## src/rtl/nur_cache_replacement_defines.svh

```systemverilog
// Assertion macros for the not-used-recently replacement block.
// Used by nur_cache_replacement.sv; assumes i_clk and i_rst_n in scope.
`ifndef NUR_CACHE_REPLACEMENT_DEFINES_SVH
`define NUR_CACHE_REPLACEMENT_DEFINES_SVH

// Same-cycle implication, disabled during reset
`define NUR_ASSERT_NOW(lbl, ante, cons, msg) \
    lbl: assert property (@(posedge i_clk) disable iff (!i_rst_n) (ante) |-> (cons)) \
        else $error(msg);

// Next-cycle implication, disabled during reset
`define NUR_ASSERT_NEXT(lbl, ante, cons, msg) \
    lbl: assert property (@(posedge i_clk) disable iff (!i_rst_n) (ante) |=> (cons)) \
        else $error(msg);

`endif

```

## src/rtl/nur_pkg.sv

```systemverilog
// Package for the not-used-recently replacement block: request and result
// types, operation codes, sequencer states and fixed constants. No dependencies.
package nur_pkg;

    // Operation codes of a request
    typedef enum logic [1:0] {
        OP_READ    = 2'd0,
        OP_WRITE   = 2'd1,
        OP_REPLACE = 2'd2
    } t_op;

    // Sequencer states
    typedef enum logic {
        ST_IDLE,
        ST_SCAN
    } t_state;

    typedef struct packed {
        logic [1:0] operation;
        logic [3:0] block_index;
    } t_req;

    typedef struct packed {
        logic [3:0] victim_index;
        logic       victim_was_free;
        logic [1:0] victim_class;
    } t_result;

    localparam int unsigned PERIOD_W           = 16;
    localparam logic [PERIOD_W-1:0] DEREF_PERIOD_RESET = 16'd1000;
    // Class tracker value meaning "no block seen yet"
    localparam logic [2:0]  CLASS_NONE         = 3'd4;

endpackage

```

## src/rtl/nur_cache_replacement.sv

```systemverilog
// Not-used-recently victim selection over NUM_BLOCKS cache blocks.
// Depends on nur_pkg and nur_cache_replacement_defines.svh.
//
// Usage:
//   A request (i_req: operation, block_index) is taken at a clock edge with
//   start high and busy low. A read sets the block's referenced bit, a write
//   sets referenced and modified; busy stays low for both.
//   Every in-range access counts down the dereference period; when it runs
//   out all referenced bits clear and the count reloads from the period
//   register (a zero period reloads as one).
//   A replace request raises busy and walks the blocks one per cycle through
//   one shared compare unit; the last step also marks the chosen block valid
//   with clear bits. The result appears on o_res with o_valid high for
//   exactly one cycle right after busy falls. Reads, writes and the undefined
//   operation produce no result. The period register is written with
//   i_cfg_we / i_cfg_wdata; the user must write it only while idle, which the
//   block does not enforce. It takes effect at the next reload.
//   Reset clears all block bits, loads the period and the countdown with
//   1000 and drops busy. Results cannot be stalled by the receiver.
module nur_cache_replacement #(
    parameter int unsigned NUM_BLOCKS = 16
) (
    input  logic                          i_clk,
    input  logic                          i_rst_n,
    input  logic                          start,
    output logic                          busy,
    input  nur_pkg::t_req                 i_req,
    input  logic                          i_cfg_we,
    input  logic [nur_pkg::PERIOD_W-1:0]  i_cfg_wdata,
    output logic                          o_valid,
    output nur_pkg::t_result              o_res
);
    import nur_pkg::*;

`include "nur_cache_replacement_defines.svh"

    localparam int unsigned IDX_W  = $clog2(NUM_BLOCKS);
    localparam int unsigned WIDE_W = IDX_W + 4;
    localparam logic [IDX_W-1:0]  LAST_IDX  = IDX_W'(NUM_BLOCKS - 1);
    localparam logic [WIDE_W-1:0] NUM_WIDE  = WIDE_W'(NUM_BLOCKS);

    t_state                r_state, n_state;
    logic [NUM_BLOCKS-1:0] r_valid, n_valid;
    logic [NUM_BLOCKS-1:0] r_ref, n_ref;
    logic [NUM_BLOCKS-1:0] r_mod, n_mod;
    logic [PERIOD_W-1:0]   r_period;
    logic [PERIOD_W-1:0]   r_countdown, n_countdown;
    logic [IDX_W-1:0]      r_cnt, n_cnt;
    logic [IDX_W-1:0]      r_pick, n_pick;
    logic [2:0]            r_best, n_best;
    logic                  r_found, n_found;
    logic                  r_out_valid, n_out_valid;
    t_result               r_res, n_res;

    logic                  take;
    logic                  scan_en;
    logic                  last_step;
    logic [WIDE_W-1:0]     acc_wide;
    logic [IDX_W-1:0]      acc_idx;
    logic                  acc_in_range;
    logic [WIDE_W-1:0]     pick_wide;

    assign take         = start && !busy;
    assign acc_wide     = {{IDX_W{1'b0}}, i_req.block_index};
    assign acc_idx      = acc_wide[IDX_W-1:0];
    assign acc_in_range = acc_wide < NUM_WIDE;
    assign last_step    = (r_cnt == LAST_IDX);

    // Next state of the sequencer
    always_comb begin
        n_state = r_state;
        unique case (r_state)
            ST_IDLE: begin
                if (take && i_req.operation == OP_REPLACE) begin
                    n_state = ST_SCAN;
                end
            end
            ST_SCAN: begin
                if (last_step) begin
                    n_state = ST_IDLE;
                end
            end
            default: n_state = ST_IDLE;
        endcase
    end

    // Sequencer outputs
    always_comb begin
        busy    = 1'b0;
        scan_en = 1'b0;
        unique case (r_state)
            ST_IDLE: begin
                busy    = 1'b0;
                scan_en = 1'b0;
            end
            ST_SCAN: begin
                busy    = 1'b1;
                scan_en = 1'b1;
            end
            default: begin
                busy    = 1'b0;
                scan_en = 1'b0;
            end
        endcase
    end

    // Datapath: accesses, countdown, and one block compare per scan cycle
    always_comb begin
        logic [NUM_BLOCKS-1:0] set_mask;
        logic [2:0]            cls;
        logic                  blk_valid;

        set_mask    = '0;
        cls         = {1'b0, r_ref[r_cnt], r_mod[r_cnt]};
        blk_valid   = r_valid[r_cnt];

        n_valid     = r_valid;
        n_ref       = r_ref;
        n_mod       = r_mod;
        n_countdown = r_countdown;
        n_cnt       = r_cnt;
        n_pick      = r_pick;
        n_best      = r_best;
        n_found     = r_found;
        n_out_valid = 1'b0;
        n_res       = r_res;
        pick_wide   = '0;

        // Read or write access: set bits, then count down
        if (take && (i_req.operation == OP_READ || i_req.operation == OP_WRITE)
            && acc_in_range) begin
            set_mask[acc_idx] = 1'b1;
            n_ref = r_ref | set_mask;
            if (i_req.operation == OP_WRITE) begin
                n_mod = r_mod | set_mask;
            end
            if (r_countdown > PERIOD_W'(1)) begin
                n_countdown = r_countdown - PERIOD_W'(1);
            end else begin
                n_ref       = '0;
                n_countdown = (r_period == '0) ? PERIOD_W'(1) : r_period;
            end
        end

        // Replace request: arm the scan
        if (take && i_req.operation == OP_REPLACE) begin
            n_cnt   = '0;
            n_pick  = '0;
            n_best  = CLASS_NONE;
            n_found = 1'b0;
        end

        // Scan step: first free block wins, else first of lowest class
        if (scan_en) begin
            if (!r_found && !blk_valid) begin
                n_found = 1'b1;
                n_pick  = r_cnt;
            end else if (!r_found && cls < r_best) begin
                n_best = cls;
                n_pick = r_cnt;
            end
            n_cnt = r_cnt + IDX_W'(1);

            // Last step: claim the victim and register the result
            if (last_step) begin
                n_cnt           = '0;
                n_valid[n_pick] = 1'b1;
                n_ref[n_pick]   = 1'b0;
                n_mod[n_pick]   = 1'b0;
                pick_wide       = {4'b0, n_pick};
                n_res.victim_index    = pick_wide[3:0];
                n_res.victim_was_free = n_found;
                n_res.victim_class    = n_found ? 2'b00 : n_best[1:0];
                n_out_valid     = 1'b1;
            end
        end
    end

    // Control registers
    always_ff @(posedge i_clk) begin
        if (!i_rst_n) begin
            r_state     <= ST_IDLE;
            r_valid     <= '0;
            r_ref       <= '0;
            r_mod       <= '0;
            r_period    <= DEREF_PERIOD_RESET;
            r_countdown <= DEREF_PERIOD_RESET;
            r_cnt       <= '0;
            r_found     <= 1'b0;
            r_out_valid <= 1'b0;
        end else begin
            r_state     <= n_state;
            r_valid     <= n_valid;
            r_ref       <= n_ref;
            r_mod       <= n_mod;
            r_countdown <= n_countdown;
            r_cnt       <= n_cnt;
            r_found     <= n_found;
            r_out_valid <= n_out_valid;
            if (i_cfg_we) begin
                r_period <= i_cfg_wdata;
            end
        end
    end

    // Payload registers
    always_ff @(posedge i_clk) begin
        r_pick <= n_pick;
        r_best <= n_best;
        r_res  <= n_res;
    end

    assign o_valid = r_out_valid;
    assign o_res   = r_res;

    // Result strobe only right after a scan ends
    `NUR_ASSERT_NOW(a_strobe_after_scan, o_valid, $past(r_state == ST_SCAN),
        "result strobe without a finished scan")

    // Victim block is valid and clean when its result is shown
    `NUR_ASSERT_NOW(a_victim_claimed, o_valid,
        r_valid[r_pick] && !r_ref[r_pick] && !r_mod[r_pick],
        "victim block not claimed")

    // Scan keeps busy until the last block is examined
    `NUR_ASSERT_NEXT(a_scan_holds, r_state == ST_SCAN && !last_step,
        r_state == ST_SCAN && busy, "scan ended early")

endmodule

```

## config.mk

```make
export PLATFORM = sky130hd
export DESIGN_NAME = nur_cache_replacement
export DESIGN_NICKNAME = d
export VERILOG_FILES = /design/src/rtl/nur_pkg.sv /design/src/rtl/nur_cache_replacement.sv
export VERILOG_INCLUDE_DIRS = /design/src /design/src/rtl
export SDC_FILE = /design/constraint.sdc
export NUM_CORES = 1
export LEC_CHECK = 0
export BUFFER_PORTS_ARGS = -buffer_cell sky130_fd_sc_hd__buf_2
export CORE_ASPECT_RATIO = 1.4
export CORE_MARGIN = 4
export CORE_UTILIZATION = 60
export DETAILED_ROUTE_END_ITERATION = 12
export PLACE_DENSITY = 0.9
export SYNTH_ARGS = -nofsm -noshare
export SYNTH_HDL_FRONTEND = slang
export SYNTH_SLANG_ARGS = --single-unit
```

## constraint.sdc

```tcl
create_clock -name i_clk -period 4.7 [get_ports i_clk]
set_clock_uncertainty 0.2 [all_clocks]
set_input_delay 1.41 -clock i_clk [delete_from_list [all_inputs] [get_ports i_clk]]
set_output_delay 1.41 -clock i_clk [all_outputs]
set_load 0.01 [all_outputs]
```

; After elaboration in Yosys (flattened, before gate mapping)
; Index checks and enable logic that the tools add are counted.
[op_classes]
add_sub_neg = 2
n_lt_le_gt_ge = 8
eq_ne = 3
muxes = 41
bitwise_logic = 7
reduce_logical = 17
[op_table]
columns = cell, count
row1 = 2-to-1 mux 16 bit, 10
row2 = OR 16 bit, 3
row3 = AND 16 bit, 2
row4 = 2-to-1 mux 4 bit, 8
row5 = < comparator 4 x 5 -> 1 bit (second input constant), 4
row6 = greater-than comparator 16 x 1 -> 1 bit (second input constant), 1
row7 = zero test 16 bit, 1
row8 = NOT 16 bit, 1
row9 = subtractor 16 x 1 -> 16 bit (second input constant), 1
row10 = binary-select mux 1 bit (select 4 bit), 3
row11 = 2-to-1 mux 1 bit, 12
row12 = 2-to-1 mux 3 bit, 4
row13 = demux 1 bit (select 4 bit), 2
row14 = >= comparator 4 x 1 -> 1 bit (second input constant), 2
row15 = logical AND 1 bit, 8
row16 = adder 4 x 1 -> 4 bit (second input constant), 1
row17 = == test 4 bit (second input constant), 1
row18 = case mux 1 bit (2 select lines), 2
row19 = AND reduction 2 bit, 2
row20 = zero test 1 bit, 3
row21 = < comparator 2 x 3 -> 1 bit, 1
row22 = == test 2 x 1 -> 1 bit (second input constant), 1
row23 = == test 2 bit (second input constant), 1
row24 = zero test 2 bit, 1
row25 = 3 further kinds, 3
[totals]
reg_bits = 101
input_bits = 26

; Longest topological paths before layout
[depth]
ltp_word = 17
mapped_depth = 12
mapped_depth_nobuf = 9

; Worst setup path after synthesis
; No wires, ideal clock.
[synth_timing]
path_type = flip-flop to flip-flop
start = reg r_cnt[0]
end = reg r_res (netlist bit o_res[5]), data pin
arrival_ps = 3871
required_ps = 4240
setup_slack_ps = 369
stages_incl_launch_ff = 12
period_less_slack_ps = 4331
cell_sequence = dfxtp_1 clkbuf_1 buf_1 mux4_2 mux4_2 ha_1 nor2b_1 or4b_2 a31oi_1 nand3b_1 clkbuf_1 mux2_2
[synth_between]
elab_chain_cells = 7
word_cells_on_any_way = 13
classes_between = order compare: 1 / mux: 9 / reduce/logical: 3
[synth_lines]
columns = element, line
row1 = from (decl), nur_cache_replacement.sv:48  ; logic [IDX_W-1:0] r_cnt, n_cnt;
row2 = from (signal assigned), nur_cache_replacement.sv:197  ; r_cnt <= n_cnt;
row3 = binary-select mux 1 bit (select 4 bit), nur_cache_replacement.sv:114  ; cls = {1'b0, r_ref[r_cnt], r_mod[r_cnt]};
row4 = 2-to-1 mux 1 bit (implied by the code), nur_cache_replacement.sv:114
row5 = < comparator 2 x 3 -> 1 bit, nur_cache_replacement.sv:158  ; end else if (!r_found && cls < r_best) begin
row6 = logical AND 1 bit, nur_cache_replacement.sv:158
row7 = 2-to-1 mux 4 bit, nur_cache_replacement.sv:158
row8 = 2-to-1 mux 4 bit *, nur_cache_replacement.sv:155  ; if (!r_found && !blk_valid) begin
row9 = 2-to-1 mux 4 bit *, nur_cache_replacement.sv:154  ; if (scan_en) begin
row10 = to (signal assigned), nur_cache_replacement.sv:210  ; r_res <= n_res;
row11 = to (decl), nur_cache_replacement.sv:53  ; t_result r_res, n_res;
; Every way passes the cells marked *; elsewhere a longest branch is shown, timed or not. The select of a mux whose other input is x is not followed.
; A chain may end at the register's enable or synchronous reset.

; Worst setup path in the final report
[layout_timing]
start = reg r_cnt[1]
end = reg r_mod[13]
[layout_between]
elab_chain_cells = 15
word_cells_on_any_way = 23
classes_between = order compare: 3 / eq/ne: 1 / mux: 13 / bitwise: 2 / reduce/logical: 4
[layout_lines]
columns = element, line
row1 = binary-select mux 1 bit (select 4 bit), nur_cache_replacement.sv:114
row2 = 2-to-1 mux 1 bit (implied by the code), nur_cache_replacement.sv:114
row3 = < comparator 2 x 3 -> 1 bit, nur_cache_replacement.sv:158
row4 = logical AND 1 bit, nur_cache_replacement.sv:158
row5 = 2-to-1 mux 4 bit, nur_cache_replacement.sv:158
row6 = 2-to-1 mux 4 bit, nur_cache_replacement.sv:155
row7 = 2-to-1 mux 4 bit, nur_cache_replacement.sv:154
row8 = < comparator 4 x 5 -> 1 bit (implied by the code) / >= comparator 4 x 1 -> 1 bit (equally long branches), nur_cache_replacement.sv:169  ; n_mod[n_pick] = 1'b0;
row9 = logical AND 1 bit (implied by the code), nur_cache_replacement.sv:169
row10 = 2-to-1 mux 1 bit (implied by the code), nur_cache_replacement.sv:169
row11 = demux 1 bit (select 4 bit), nur_cache_replacement.sv:169
row12 = NOT 16 bit (no source line), n/a
row13 = AND 16 bit (no source line), n/a
row14 = 2-to-1 mux 16 bit *, nur_cache_replacement.sv:165  ; if (last_step) begin
row15 = 2-to-1 mux 16 bit *, nur_cache_replacement.sv:154
row16 = to (signal assigned), nur_cache_replacement.sv:195  ; r_mod <= n_mod;
row17 = to (decl), nur_cache_replacement.sv:45  ; logic [NUM_BLOCKS-1:0] r_mod, n_mod;
; Marked as above.

==> flow_metrics.tcl <==
set metrics [dict create \
    status "finished clean" \
    rsz0062_at_grt "no" \
    synth-seq-cells 101 \
    max_freq_ghz 0.232 \
    rows 38 \
    fp.dieH_um 113 \
    peakVddDrop_v 0.000230 \
    syn_area_um2 4760 \
    io_buffers 34 \
    synth_edf_count 7 \
    fillCellCount 629 \
    p_seq_share_pct 58.0 \
    critPathTopFamily "simple AND/OR/NAND/NOR gates" \
    finalHoldViolCount 0 \
    p_int_mw 1.16 \
    worst_slew_pin_slew_ps 1150 \
    grt.total_usage_pct 27.4 \
    die_area_um2 9430 \
    post_drt_wl_per_cell_um 19.5 \
    fin_crit_sh_pct 91.6 \
    hold_buffers 0 \
    worst_path_most_repeated_cell "mux4_2" \
    crit_buf_inv 1 \
    core_area_um2 7750 \
    syn2layout_area_growth_pct 8.21 \
    critPathMaxStageDelay_ps 740 \
    grt_overflow 0 \
    pwr-share-clk_pct 33.8 \
    dpl.hpwl_um 9000 \
    gp_congestion 1.04 \
    p_sw_mw 0.403 \
    wirelength_um 12600 \
    multi_input_area_um2 2460 \
    finalCriticalPeriod_ps 4300 \
    clk_latency_ps 380 \
    syn_avg_cell_area_um2 9.09 \
    start_util_pct 61.4 \
    drt_first_pass_iters 5 \
    synthCells 523 \
    clock_sinks 101 \
    p_comb_share_pct 8.2 \
    drc 0 \
    power.leakage_nw 1.86 \
    final_cells 646 \
    grt_first_pass_wirelength_um 20500 \
    clockBufferDepth 2 \
    dieWidth_um 83.2 \
    drtIter0Drc 438 \
    drv_slew 0 \
    ctsResizeCount 0 \
    end_kind "flop" \
    worstSetupPathType "reg -> reg" \
    ys_types 56 \
    grt_max_degree 41 \
    cap_violations 0 \
    io_pins 35 \
    arrival_ps 4320 \
    r2r_slack_ps 400 \
    async_flop_share_pct 0 \
    synth_fp_nets 553 \
    drive_above_1_share_pct 15.4 \
    htreeDepth 3 \
    yosys_warnings 0 \
    required_ps 4720 \
    powerDensity_nw_per_um2 303 \
    setup_viol 0 \
    n_antenna_cell 0 \
    grt_pass1_vias 4152 \
    antenna_found_initial 0 \
    cp_slowest_cell "dfxtp_1" \
    seq_area_frac_synth_pct 44.0 \
    nets 571 \
    crit_path_cell_trace "mux4_2 > mux4_2 > ha_1 > nor2b_1 > or4b_2 > a31oi_1 > nand3b_1 > buf_4 > mux2i_1 > nor3_1" \
    cts_buffers 9 \
    synth_ff_type "dfxtp_1" \
    clk_pin_slew_ps 100 \
    ant_nets 0 \
    p_sw_share_pct 25.8 \
    hp-class "reg -> reg" \
    tns_ps 0 \
    whs_ps 277 \
    place_inst 630 \
    crit_fanout 14 \
    clockRootBuffer "clkbuf_8" \
    cts_tree "yes" \
    viasPerCell 6.53 \
    ff_latch_area_um2 2090 \
    cp-start-kind "flop" \
    relSlewSlack_pct 23.1 \
    post-cts-setup-buffers 0 \
    vias 4218 \
]
## state kept, by name, summed over array words and instances (netlist names)
| name | count |
|---|---|
| r_countdown | 16 |
| r_found | 1 |
| o_res | 7 |
| r_period | 16 |
| r_state | 1 |
| r_best | 3 |
| r_mod | 16 |
| r_ref | 16 |
| o_valid | 1 |
| r_pick | 4 |
| r_cnt | 4 |
| r_valid | 16 |
## final timing paths
kind	from	end	cells past startpoint
max	r_cnt[1]	r_mod[13]	10
min	r_valid[0]	r_valid[0]	1
max reg2reg	r_cnt[1]	r_mod[13]	10
min reg2reg	r_valid[0]	r_valid[0]	1
## cell usage after synthesis (3+ instances only)
master | count | area [um^2]
xor2_1 | 3 | 26.3
o21ai_0 | 23 | 115
nand2_1 | 32 | 120
and2_1 | 5 | 31.3
mux2_2 | 4 | 45.0
nor3_1 | 43 | 215
o21a_1 | 19 | 143
nor3b_1 | 3 | 22.5
o22ai_1 | 5 | 31.3
clkbuf_1 | 25 | 93.8
inv_1 | 15 | 56.3
buf_2 | 5 | 25.0
mux4_2 | 8 | 180
nor4_1 | 9 | 56.3
nor2b_1 | 6 | 37.5
a31oi_1 | 13 | 81.3
a2bb2oi_1 | 3 | 26.3
nor2_1 | 54 | 203
a221oi_1 | 3 | 26.3
mux2i_1 | 40 | 400
a21oi_1 | 34 | 170
ha_1 | 4 | 50.1
nand3_1 | 11 | 55.1
or4_1 | 5 | 37.5
dfxtp_1 | 94 | 1880
or3_1 | 9 | 56.3
edfxtp_1 | 7 | 210
## layout make-up
| type | count | share of cell area, % |
|---|---|---|
| clock buffer | 12 | 3.01 |
| timing repair buffer | 42 | 4.47 |
| multi-input combinational | 372 | 47.7 |
| tap | 100 | 2.43 |
| inverter | 15 | 1.09 |
| sequential | 101 | 40.7 |
| clock inverter | 4 | 0.608 |
## cell usage in the layout (no fill, tap or decap), types with 4 or more instances in the layout
cell type   n
buf_4       8
o21ai_0    23
mux2i_1    40
ha_1        4
buf_2      34
or4_1       5
nand3_1    11
nor4_1      9
nand2_1    32
mux4_2      8
mux2_2      4
edfxtp_1    7
inv_1      15
o22ai_1     5
dfxtp_1    94
a21oi_1    34
nor2b_1     6
nor3_1     43
or3_1       9
and2_1      5
a31oi_1    13
o21a_1     19
clkbuf_8   11
nor2_1     54
## stage by stage
| step | total power, mW | area [um^2] | util, % | setup slack [ps] |
|---|---|---|---|---|
| finish | 1.56 | 5150 | 66.4 | 397 |
| global route | 1.61 | 5150 | 66.4 | 233 |
| CTS | 1.56 | 5150 | 66.4 | 470 |
| detailed placement | 1.05 | 4960 | 64.0 | 479 |
| global placement | 1.04 | 4960 | 64.0 | 645 |
| floorplan | 1.01 | 4760 | - | 369 |
## worst register-to-register path: stages, from the launching register on
cell,delay [ps]
dfxtp_1,740
mux4_2,400
mux4_2,510
ha_1,210
nor2b_1,140
or4b_2,620
a31oi_1,220
nand3b_1,420
buf_4,270
mux2i_1,330
nor3_1,90
## per-layer routing
metal,part of all wire (%),GRT usage (%),vias up
met5,0,0,-
met4,7.6,19.7,0
met1,36,29.5,1957
met2,50,48.0,234
li1,-,-,1952
met3,6.3,5.17,75
## power by group through the flow
stage / Clock, mW / Combinational [mW] / Sequential [mW]
6_report: 0.527 / 0.129 / 0.905
5_1_grt: 0.558 / 0.143 / 0.908
4_1_cts: 0.530 / 0.127 / 0.904
3_5_place_dp: 0 / 0.126 / 0.924
3_3_place_gp: 0 / 0.121 / 0.922
2_1_floorplan: 0 / 0.0927 / 0.914
## cells by family after synthesis
logic type | share of synthesized area [%]
buffers and inverters | 4.47
adders and majority gates | 1.05
DFF | 44.0
muxes | 13.2
and+or+nand+nor | 20.4
xor gates and xnor gates | 0.553
AOI/OAI and AO/OA | 16.4
Note: power is estimated with default switching activity, not from simulation.
